==> src/rtl/cts_pkg.sv <==
// shared widths, limits and types for the chunk type scanner
package cts_pkg;

    localparam int unsigned BYTE_W   = 8;
    localparam int unsigned LEN_W    = 16;
    localparam int unsigned MAP_W    = 32;
    localparam int unsigned HIDX_W   = 3;

    // value areas longer than this are clamped
    localparam logic [LEN_W-1:0] MAX_VALUE_BYTES = LEN_W'(2048);
    localparam logic [LEN_W-1:0] HDR_BYTES       = LEN_W'(4);
    localparam logic [LEN_W-1:0] OFFSET_MAX      = '1;

    // types above this share the top map bit
    localparam logic [BYTE_W-1:0] TYPE_LAST_OWN = BYTE_W'(30);
    localparam int unsigned       MAP_OVF_BIT   = 31;

    // position inside a chunk header
    localparam logic [HIDX_W-1:0] HDR_START = HIDX_W'(0);
    localparam logic [HIDX_W-1:0] HDR_FLAGS = HIDX_W'(1);
    localparam logic [HIDX_W-1:0] HDR_LEN_H = HIDX_W'(2);
    localparam logic [HIDX_W-1:0] HDR_LEN_L = HIDX_W'(3);

    typedef logic [BYTE_W-1:0] t_byte;
    typedef logic [LEN_W-1:0]  t_len;
    typedef logic [MAP_W-1:0]  t_map;

endpackage

==> src/rtl/cts_in_if.sv <==
// input byte channel of the chunk type scanner
interface cts_in_if;
    logic               valid;
    logic               ready;
    cts_pkg::t_byte     data_byte;
    cts_pkg::t_len      value_length;
    logic               last_byte;

    modport source (output valid, output data_byte, output value_length, output last_byte,
                    input ready);
    modport sink   (input valid, input data_byte, input value_length, input last_byte,
                    output ready);
endinterface

==> src/rtl/cts_out_if.sv <==
// result channel of the chunk type scanner
interface cts_out_if;
    logic               valid;
    logic               ready;
    cts_pkg::t_map      type_map;
    logic               target_found;
    cts_pkg::t_len      target_offset;
    logic               malformed;

    modport source (output valid, output type_map, output target_found,
                    output target_offset, output malformed, input ready);
    modport sink   (input valid, input type_map, input target_found,
                    input target_offset, input malformed, output ready);
endinterface

==> src/rtl/chunk_type_scanner.sv <==
// chunk type scanner: walks chunk headers of a packet value area, one byte per transfer
//
// i_in carries one byte of the value area per transfer, with the value length and a
// last-byte mark. o_out carries one result per packet: the map of chunk types seen,
// whether the configured target type was met and at which offset, and a malformed flag.
// i_cfg_wr_en / i_cfg_wr_data write the target type; write it only while no packet is
// in flight.
// Throughput is one byte per cycle while i_in.ready is high: the walk state (offset, header
// position, skip count, map, flags) is updated by a short path from each accepted byte.
// The result is registered and shows on o_out in the cycle after the last byte is taken.
// The output register holds one result; bytes that are not last keep flowing while it
// waits. i_in.ready drops only for a last byte while o_out.valid is high and o_out.ready
// is low, and a result taken in the same cycle frees the register for the next one.
// Synchronous reset clears the walk state, the pending result and the target type
// (to 0). After each last byte the walk state returns to its reset value.
module chunk_type_scanner (
    input  logic                i_clk,
    input  logic                i_rst_n,
    cts_in_if.sink              i_in,
    cts_out_if.source           o_out,
    input  logic                i_cfg_wr_en,
    input  cts_pkg::t_byte      i_cfg_wr_data
);

    cts_pkg::t_byte                 r_target_type;

    cts_pkg::t_len                  r_byte_offset,    n_byte_offset;
    logic [cts_pkg::HIDX_W-1:0]     r_header_index,   n_header_index;
    cts_pkg::t_byte                 r_pending_type,   n_pending_type;
    cts_pkg::t_byte                 r_length_high,    n_length_high;
    cts_pkg::t_len                  r_skip_remaining, n_skip_remaining;
    cts_pkg::t_map                  r_seen_map,       n_seen_map;
    logic                           r_found_flag,     n_found_flag;
    cts_pkg::t_len                  r_found_position, n_found_position;
    logic                           r_error_flag,     n_error_flag;

    logic                           r_out_valid;
    cts_pkg::t_map                  r_out_map;
    logic                           r_out_found;
    cts_pkg::t_len                  r_out_offset;
    logic                           r_out_malformed;

    logic                           in_xfer;
    logic                           out_xfer;
    cts_pkg::t_len                  vlen;
    logic                           walking;
    logic                           end_err;
    cts_pkg::t_len                  hdr_len;
    cts_pkg::t_len                  chunk_start;
    logic [cts_pkg::LEN_W:0]        chunk_end;
    logic [cts_pkg::LEN_W:0]        padded;
    cts_pkg::t_map                  type_bit;

    assign in_xfer  = i_in.valid & i_in.ready;
    assign out_xfer = r_out_valid & o_out.ready;
    assign i_in.ready = ~r_out_valid | o_out.ready | ~i_in.last_byte;

    assign vlen = (i_in.value_length > cts_pkg::MAX_VALUE_BYTES) ? cts_pkg::MAX_VALUE_BYTES
                                                                 : i_in.value_length;
    assign walking = ~r_error_flag & (r_byte_offset < vlen);

    // length fields of the header closing on this byte
    assign hdr_len     = {r_length_high, i_in.data_byte};
    assign chunk_start = r_byte_offset - cts_pkg::LEN_W'(3);
    assign chunk_end   = {1'b0, chunk_start} + {1'b0, hdr_len};
    assign padded      = ({1'b0, hdr_len} + (cts_pkg::LEN_W+1)'(3))
                         & ~(cts_pkg::LEN_W+1)'(3);

    always_comb begin
        type_bit = '0;
        if (r_pending_type <= cts_pkg::TYPE_LAST_OWN) begin
            type_bit[r_pending_type[4:0]] = 1'b1;
        end else begin
            type_bit[cts_pkg::MAP_OVF_BIT] = 1'b1;
        end
    end

    always_comb begin
        n_byte_offset    = r_byte_offset;
        n_header_index   = r_header_index;
        n_pending_type   = r_pending_type;
        n_length_high    = r_length_high;
        n_skip_remaining = r_skip_remaining;
        n_seen_map       = r_seen_map;
        n_found_flag     = r_found_flag;
        n_found_position = r_found_position;
        n_error_flag     = r_error_flag;
        end_err          = 1'b0;

        if (walking) begin
            case (r_header_index)
                cts_pkg::HDR_START: begin
                    if (r_skip_remaining == '0) begin
                        n_pending_type = i_in.data_byte;
                        // target match is taken before the length is known
                        if (!r_found_flag && i_in.data_byte == r_target_type) begin
                            n_found_flag     = 1'b1;
                            n_found_position = r_byte_offset;
                        end
                        if ((vlen - r_byte_offset) < cts_pkg::HDR_BYTES) begin
                            n_error_flag = 1'b1;
                        end else begin
                            n_header_index = cts_pkg::HDR_FLAGS;
                        end
                    end else begin
                        n_skip_remaining = r_skip_remaining - cts_pkg::LEN_W'(1);
                    end
                end
                cts_pkg::HDR_FLAGS: begin
                    n_header_index = cts_pkg::HDR_LEN_H;
                end
                cts_pkg::HDR_LEN_H: begin
                    n_length_high  = i_in.data_byte;
                    n_header_index = cts_pkg::HDR_LEN_L;
                end
                default: begin
                    n_header_index = cts_pkg::HDR_START;
                    if (hdr_len < cts_pkg::HDR_BYTES || chunk_end > {1'b0, vlen}) begin
                        n_error_flag = 1'b1;
                    end else begin
                        n_seen_map       = r_seen_map | type_bit;
                        n_skip_remaining = padded[cts_pkg::LEN_W-1:0] - cts_pkg::HDR_BYTES;
                    end
                end
            endcase
        end

        if (r_byte_offset != cts_pkg::OFFSET_MAX) begin
            n_byte_offset = r_byte_offset + cts_pkg::LEN_W'(1);
        end

        // packet ending inside a header is malformed
        end_err = n_error_flag | (n_header_index != cts_pkg::HDR_START);
    end

    always_ff @(posedge i_clk) begin
        if (!i_rst_n) begin
            r_target_type <= '0;
        end else if (i_cfg_wr_en) begin
            r_target_type <= i_cfg_wr_data;
        end
    end

    always_ff @(posedge i_clk) begin
        if (!i_rst_n || (in_xfer && i_in.last_byte)) begin
            r_byte_offset    <= '0;
            r_header_index   <= cts_pkg::HDR_START;
            r_pending_type   <= '0;
            r_length_high    <= '0;
            r_skip_remaining <= '0;
            r_seen_map       <= '0;
            r_found_flag     <= 1'b0;
            r_found_position <= '0;
            r_error_flag     <= 1'b0;
        end else if (in_xfer) begin
            r_byte_offset    <= n_byte_offset;
            r_header_index   <= n_header_index;
            r_pending_type   <= n_pending_type;
            r_length_high    <= n_length_high;
            r_skip_remaining <= n_skip_remaining;
            r_seen_map       <= n_seen_map;
            r_found_flag     <= n_found_flag;
            r_found_position <= n_found_position;
            r_error_flag     <= n_error_flag;
        end
    end

    always_ff @(posedge i_clk) begin
        if (!i_rst_n) begin
            r_out_valid <= 1'b0;
        end else if (in_xfer && i_in.last_byte) begin
            r_out_valid <= 1'b1;
        end else if (out_xfer) begin
            r_out_valid <= 1'b0;
        end
    end

    always_ff @(posedge i_clk) begin
        if (in_xfer && i_in.last_byte) begin
            r_out_map       <= n_seen_map;
            r_out_found     <= n_found_flag;
            r_out_offset    <= n_found_flag ? n_found_position : '0;
            r_out_malformed <= end_err;
        end
    end

    assign o_out.valid         = r_out_valid;
    assign o_out.type_map      = r_out_map;
    assign o_out.target_found  = r_out_found;
    assign o_out.target_offset = r_out_offset;
    assign o_out.malformed     = r_out_malformed;

    // walk state starts clean after the last byte of a packet
    a_clear_after_last: assert property (@(posedge i_clk) disable iff (!i_rst_n)
        (in_xfer && i_in.last_byte) |=>
            (r_byte_offset == '0 && r_seen_map == '0 && !r_found_flag && !r_error_flag))
        else $error("walk state not cleared after last byte");

    // a stopped walk stays stopped until the packet ends
    a_error_sticky: assert property (@(posedge i_clk) disable iff (!i_rst_n)
        (in_xfer && !i_in.last_byte && r_error_flag) |=> r_error_flag)
        else $error("malformed flag dropped inside a packet");

    // an offset is only reported with a found target
    a_offset_needs_found: assert property (@(posedge i_clk) disable iff (!i_rst_n)
        (r_out_valid && !r_out_found) |-> (r_out_offset == '0))
        else $error("target offset reported without target");

    // a result is loaded only by a transfer of a last byte
    a_result_source: assert property (@(posedge i_clk) disable iff (!i_rst_n)
        $rose(r_out_valid) |-> $past(in_xfer && i_in.last_byte))
        else $error("result appeared without a last byte");

endmodule

==> src/flat_wrapper.sv <==
// flat-port wrapper written by rule: the top's interface ports become plain ports
module chunk_type_scanner_flat 
  (i_clk, i_rst_n, i_cfg_wr_en, i_cfg_wr_data, i_in_valid, i_in_data_byte, i_in_value_length, i_in_last_byte, i_in_ready, o_out_valid, o_out_type_map, o_out_target_found, o_out_target_offset, o_out_malformed, o_out_ready);
  cts_in_if i_in_i ();
  cts_out_if o_out_i ();
  input  logic i_clk;
  input  logic i_rst_n;
  input  logic i_cfg_wr_en;
  input  cts_pkg::t_byte i_cfg_wr_data;
  input wire logic [$bits(i_in_i.valid)-1:0] i_in_valid;
  input wire logic [$bits(i_in_i.data_byte)-1:0] i_in_data_byte;
  input wire logic [$bits(i_in_i.value_length)-1:0] i_in_value_length;
  input wire logic [$bits(i_in_i.last_byte)-1:0] i_in_last_byte;
  output wire logic [$bits(i_in_i.ready)-1:0] i_in_ready;
  output wire logic [$bits(o_out_i.valid)-1:0] o_out_valid;
  output wire logic [$bits(o_out_i.type_map)-1:0] o_out_type_map;
  output wire logic [$bits(o_out_i.target_found)-1:0] o_out_target_found;
  output wire logic [$bits(o_out_i.target_offset)-1:0] o_out_target_offset;
  output wire logic [$bits(o_out_i.malformed)-1:0] o_out_malformed;
  input wire logic [$bits(o_out_i.ready)-1:0] o_out_ready;
  assign i_in_i.valid = i_in_valid;
  assign i_in_i.data_byte = i_in_data_byte;
  assign i_in_i.value_length = i_in_value_length;
  assign i_in_i.last_byte = i_in_last_byte;
  assign i_in_ready = i_in_i.ready;
  assign o_out_valid = o_out_i.valid;
  assign o_out_type_map = o_out_i.type_map;
  assign o_out_target_found = o_out_i.target_found;
  assign o_out_target_offset = o_out_i.target_offset;
  assign o_out_malformed = o_out_i.malformed;
  assign o_out_i.ready = o_out_ready;
  chunk_type_scanner u_core (.i_clk(i_clk), .i_rst_n(i_rst_n), .i_in(i_in_i), .o_out(o_out_i), .i_cfg_wr_en(i_cfg_wr_en), .i_cfg_wr_data(i_cfg_wr_data));
endmodule
==> config.mk <==
export PLATFORM = sky130hd
export DESIGN_NAME = chunk_type_scanner_flat
export DESIGN_NICKNAME = d
export VERILOG_FILES = /design/src/rtl/cts_pkg.sv /design/src/rtl/cts_in_if.sv /design/src/rtl/cts_out_if.sv /design/src/rtl/chunk_type_scanner.sv /design/src/flat_wrapper.sv
export SDC_FILE = /design/constraint.sdc
export NUM_CORES = 1
export LEC_CHECK = 0
export BUFFER_PORTS_ARGS = -buffer_cell sky130_fd_sc_hd__buf_2
export CAP_MARGIN = 0
export CORE_MARGIN = 3
export CORE_UTILIZATION = 65
export CTS_CLUSTER_SIZE = 14
export DETAILED_ROUTE_END_ITERATION = 12
export PLACE_DENSITY = 0.88
export SETUP_SLACK_MARGIN = 0.2
export SYNTH_ARGS = -nofsm -noshare
export SYNTH_HDL_FRONTEND = slang
export SYNTH_SLANG_ARGS = --single-unit
==> constraint.sdc <==
create_clock -name i_clk -period 8.3 [get_ports i_clk]
set_clock_uncertainty 0.05 [all_clocks]
set_input_delay 1.66 -clock i_clk [delete_from_list [all_inputs] [get_ports i_clk]]
set_output_delay 1.66 -clock i_clk [all_outputs]
set_load 0.05 [all_outputs]
## Yosys cells after proc, flatten, opt, wreduce, memory -nomap -nowiden

Cells that the tools add are included.

| storage, ports and cells | value |
|---|---|
| register bits after elaboration | 160 |
| output and inout port bits | 52 |
| input bits | 38 |
| word-level logic and storage cells | 94 |

| cells by class | value |
|---|---|
| eq/ne operators | 6 |
| multiplexer cells | 30 |
| reduce and logical (&&, ||, !) cells | 17 |
| bitwise logic cells | 11 |
| add/subtract/negate cells | 7 |
| $lt $le $gt $ge | 8 |

Operators by type and width:

| cell | number |
|---|---|
| 2-to-1 mux 16 bit | 7 |
| 2-to-1 mux 32 bit | 3 |
| < comparator 16 x 3 -> 1 bit, second input constant | 2 |
| OR 32 bit | 1 |
| one-hot mux 16 bit (2 select lines) | 1 |
| 2-to-1 mux 31 bit | 1 |
| adder 16 x 16 -> 17 bit | 1 |
| greater-than comparator 17 x 16 -> 1 bit | 1 |
| adder 16 x 1 -> 16 bit, second input constant | 1 |
| adder 16 x 2 -> 16 bit, second input constant | 1 |
| greater-than comparator 16 x 12 -> 1 bit, second input constant | 1 |
| zero test 16 bit | 1 |
| < comparator 16 bit | 1 |
| != test 16 bit, second input constant | 1 |
| subtractor 16 x 1 -> 16 bit, second input constant | 1 |
| subtractor 16 bit | 1 |
| subtractor 16 x 2 -> 16 bit, second input constant | 1 |
| subtractor 16 x 3 -> 16 bit, second input constant | 1 |
| 2-to-1 mux 1 bit | 12 |
| 2-to-1 mux 3 bit | 3 |
| one-hot mux 3 bit (3 select lines) | 1 |
| == test 8 bit | 1 |
| less-or-equal comparator 8 x 5 -> 1 bit, second input constant | 1 |
| < comparator 5 x 6 -> 1 bit, second input constant | 1 |
| 21 further kinds | 33 |

## Longest topological paths before layout

| depth | value |
|---|---|
| depth after elaboration | 10 |
| gate-level depth with buffers | 26 |
| gate-level depth less buffers | 24 |

## Worst setup path before layout

OpenSTA, ideal clock, no wires.

| timing path | value |
|---|---|
| kind | input to register |
| from | in i_in_value_length[15] |
| to | reg u_core.r_error_flag |
| slack | 2.367 ns |
| cell stages on the path | 15 |
| path buffers | 1 |
| data arrival time | 5.796 ns |
| required time | 8.163 ns |
| setup time | 0.087 ns |
| path through | or4_1 > buf_2 > a21oi_1 > and2_1 > ha_1 > nor2b_1 > o31a_1 > o31ai_1 > o211ai_2 > maj3_1 > a211oi_1 > a311oi_1 > or4b_1 > o32a_1 > o31ai_1 |

| on the way | value |
|---|---|
| longest elaborated chain between the ends | 8 |
| elaborated cells between the ends (all ways) | 13 |
| classes of those cells | add/sub: 1; order compare: 4; mux: 6; bitwise: 1; reduce/logical: 1 |

Ends and longest elaborated chain:

| element | line | text |
|---|---|---|
| from (decl) | flat_wrapper.sv:12 | `input wire logic [$bits(i_in_i.value_length)-1:0] i_in_value_length;` |
| greater-than comparator 16 x 12 -> 1 bit | chunk_type_scanner.sv:58 | `assign vlen = (i_in.value_length > cts_pkg::MAX_VALUE_BYTES) ? cts_pkg::MAX_VALUE_BYTES` |
| 2-to-1 mux 16 bit (*) | chunk_type_scanner.sv:58 |  |
| subtractor 16 bit | chunk_type_scanner.sv:100 | `if ((vlen - r_byte_offset) < cts_pkg::HDR_BYTES) begin` |
| < comparator 16 x 3 -> 1 bit | chunk_type_scanner.sv:100 |  |
| 2-to-1 mux 1 bit | chunk_type_scanner.sv:100 |  |
| 2-to-1 mux 1 bit | chunk_type_scanner.sv:93 | `if (r_skip_remaining == '0) begin` |
| one-hot mux 1 bit (2 select lines) | chunk_type_scanner.sv:91 | `case (r_header_index)` |
| 2-to-1 mux 1 bit (*) | chunk_type_scanner.sv:90 | `if (walking) begin` |
| to (signal assigned) | chunk_type_scanner.sv:164 | `r_error_flag <= n_error_flag;` |
| to (decl) | chunk_type_scanner.sv:35 | `logic r_error_flag, n_error_flag;` |

Every way passes the cells marked *; elsewhere a longest branch is shown, timed or not.
A chain may end at the register's enable or synchronous reset.

## Worst setup path in the final report

| timing path | value |
|---|---|
| from | in i_in_value_length[15] |
| to | reg u_core.r_skip_remaining[11] |

| on the way | value |
|---|---|
| longest elaborated chain between the ends | 6 |
| elaborated cells between the ends (all ways) | 8 |
| classes of those cells | order compare: 3; eq/ne: 1; mux: 1; bitwise: 1; reduce/logical: 2 |

Ends and longest elaborated chain:

| element | line | text |
|---|---|---|
| greater-than comparator 16 x 12 -> 1 bit | chunk_type_scanner.sv:58 |  |
| 2-to-1 mux 16 bit (*) | chunk_type_scanner.sv:58 |  |
| greater-than comparator 17 x 16 -> 1 bit | chunk_type_scanner.sv:118 | `if (hdr_len < cts_pkg::HDR_BYTES \|\| chunk_end > {1'b0, vlen}) begin` |
| logical OR 1 bit | chunk_type_scanner.sv:118 |  |
| != test 2 bit (no line) | -- |  |
| AND reduction 5 bit (no line) (*) | -- |  |
| to (signal assigned) | chunk_type_scanner.sv:160 | `r_skip_remaining <= n_skip_remaining;` |
| to (decl) | chunk_type_scanner.sv:31 | `cts_pkg::t_len r_skip_remaining, n_skip_remaining;` |

Marks and branches as above.

==> reports/qor.yml <==
outcome:
  status: "finished, final reports clean"
die:
  rows: 43
  core_sq_um: 14100
  design.die.area_sq_um: 16100
  pin_count: 90
  die_w_um: 127
  initial_core_util: 0.674
  die_height_um: 127
cells_and_area:
  n_antenna_cell: 0
  final-seq-area_sq_um: 3700
  fin_util: 0.755
  areaGrowthSynthToFinish_pct: 12.0
  nNetsFinal: 1224
  nFillCells: 989
  drive_gt1_frac: 0.129
  multi_input_area_sq_um: 5420
synthesis:
  synthAdderAreaFrac: 0.0674
  synth_compound_area_frac: 0.193
  yosysSeqAreaShare: 0.390
  synth_top_area_frac: 0.232
  yosys.area_share.simple: 0.210
  synth-main-ff-cell: "dfxtp_1"
  syn_inst: 1076
  synth_seq_cells: 160
  yosysMostFrequentCell: "dfxtp_1"
  syn_area_sq_um: 9500
  avgSynthCellArea_sq_um: 8.83
  yosysWarnings: 0
  ys_top_cells_by_area: "dfxtp_1, edfxtp_1, ha_1, nor2_1, xnor2_1"
  synth_top_family_by_area: "simple AND/OR/NAND/NOR gates"
  synth_xor_area_frac: 0.0586
  synth_mux_area_frac: 0.0381
  synth-async-reset-ratio: 0
  synthDistinctLibCells: 84
  yosysTopAreaCell: "dfxtp_1"
  synth_common_cells: "dfxtp_1, nor2_1, nand2_1, clkbuf_1, edfxtp_1"
  synth_edf_count: 50
drt:
  wl_per_cell_um: 18.4
  drt_iter0_drc: 1030
  routed_via_density: 6.52
  drc: 0
  wirelength_um: 24500
  vias: 8669
  final_antenna_net_count: 0
  drt_first_pass_iters: 6
clock_network:
  numClockSinks: 160
  post_cts_buffers: 0
  cts_inserted_buffers: 17
  htreeDepth: 4
  clk_pin_slew_ps: 70
  post_cts_resized: 0
  cts_hold_buf: 0
  clk-insertion-delay-late_ps: 430
  cts_tree: "built"
  cts_buffer_depth: 2
  root_buffer: "clkbuf_16"
place:
  place.gp.congestion: 0.975
  hpwl_um: 17000
  port_buffers: 89
timing:
  fin_hold_ws_ps: 399
  setup_viol: 0
  final_max_slew_viol_count: 0
  final.setup.tns_ps: 0
  max_freq_mhz: 150
  timing.slew.headroom: 0.163
  hold_viol_final: 0
  finalCriticalPeriod_ps: 6650
  rsz0062_at_grt: "no"
  fin_crit_sh: 0.802
  worstMarginPinSlew_ps: 1250
critical_path:
  end_kind: "flop"
  worstPathArrival_ps: 6900
  worstPathRequired_ps: 8540
  start_kind: "input pin"
  critPathMaxFanout: 23
  crit_type: "in2reg"
pwr:
  peakVddDrop_mv: 0.229
  p_leak_nw: 4.25
  powerDensity_nw_per_um2: 269
worst_hold_path:
  hold_class: "reg2reg"
job:
  maxCapViolCount: 0
global_route:
  overflow: 0
  grt_max_degree: 61
  grt_pass1_vias: 7903
  track_usage: 0.305
  antenna_found_initial: 0
  grt_pass1_wl_um: 39900
==> final timing paths <==
check | endpoint | start | depth (start not counted) | slack (ps)
worst max-delay path | u_core.r_skip_remaining[11] | i_in_value_length[15] | 15 | 1650
worst min-delay path | u_core.r_pending_type[7] | u_core.r_pending_type[7] | 2 | 400
worst max register to register | u_core.o_out.type_map[6] | u_core.r_byte_offset[0] | 23 | 1790
worst min register to register | u_core.r_pending_type[7] | u_core.r_pending_type[7] | 2 | 400
==> power breakdown <==
part | internal [mW] | switching, mW
logic | 0.372 | 0.723
registers | 0.872 | 0.0579
clock network | 0.493 | 0.348
==> registers in the layout (all words and copies together), names as in the netlist <==
signal                      count
u_core.o_out.malformed          1
u_core.o_out.target_found       1
u_core.o_out.target_offset     16
u_core.o_out.type_map          32
u_core.o_out.valid              1
u_core.r_byte_offset           16
u_core.r_error_flag             1
u_core.r_found_flag             1
u_core.r_found_position        16
u_core.r_header_index           3
u_core.r_length_high            8
u_core.r_pending_type           8
u_core.r_seen_map              32
u_core.r_skip_remaining        16
u_core.r_target_type            8
==> cell type report <==
class                      instances  share of cell area
inverter                          42              0.0148
clock inverter                    14              0.0182
sequential                       160               0.348
clock buffer                      18              0.0413
tap                              180              0.0212
multi-input combinational        820               0.510
timing repair buffer              96              0.0468
==> layer usage <==
metal  share of wire  vias to the layer above  routed length, um  global-route usage
met5               0                        -                  0                   0
met4           0.023                        0                560              0.0934
met2            0.46                      500              11300               0.486
met1            0.43                     4036              10500               0.423
li1                -                     4066                  -                   -
met3           0.091                       67               2220              0.0602
==> per-stage QoR <==
step	worst slack (ps)	cells	power, mW	instance area [sq um]
6_report	1650	1330	2.86	10600
3_5_place_dp	1390	1298	1.98	10000
4_1_cts	1800	1330	2.82	10600
2_1_floorplan	2370	1082	1.75	9520
5_1_grt	1290	1330	3.00	10600
3_3_place_gp	1570	1298	1.95	10000
==> cells by family after synthesis <==
| group | Yosys count |
|---|---|
| other | 2 |
| and+or+nand+nor | 406 |
| muxes | 36 |
| DFF | 160 |
| xor gates and xnor gates | 62 |
| buffers and inverters | 102 |
| adders and majority gates | 51 |
| AOI/OAI and AO/OA | 257 |
==> placed cells by master (no fill, tap or decap), types with 6 or more instances in the layout <==
cell	netlist	final
conb_1	2	8
o22ai_1	9	9
nand2_1	107	107
mux2i_1	35	35
dfxtp_1	110	110
a31oi_1	8	8
or3_1	12	12
a41oi_1	6	6
clkbuf_16	0	17
and3_1	14	13
a21oi_1	47	47
o31ai_1	24	24
xor2_1	15	15
a32o_1	11	11
nor3_1	33	32
nand2b_1	17	16
nor2_1	108	108
buf_2	2	89
edfxtp_1	50	50
nand3_1	28	28
ha_1	48	48
a211oi_1	6	6
nor2b_1	22	21
xnor2_1	46	46
o21a_1	7	7
nand4_1	17	17
inv_1	39	39
and2_1	6	6
buf_4	5	7
a31o_1	26	26
o21ai_1	17	17
nor4_1	16	16
a21o_1	9	9
o21ai_0	33	33
==> worst max-delay path, cell delays in order <==
cell and delay (ps):
buf_2 100, or4_1 670, a21oi_1 480, and2_1 220, ha_1 240, nor2b_1 170
o31a_1 290, o31ai_1 520, a21boi_1 240, o41ai_2 880, nor2_2 190, nand3_1 250
a211o_1 630, mux2i_1 260, o21ai_1 80
(Power assumes the default switching activity.)
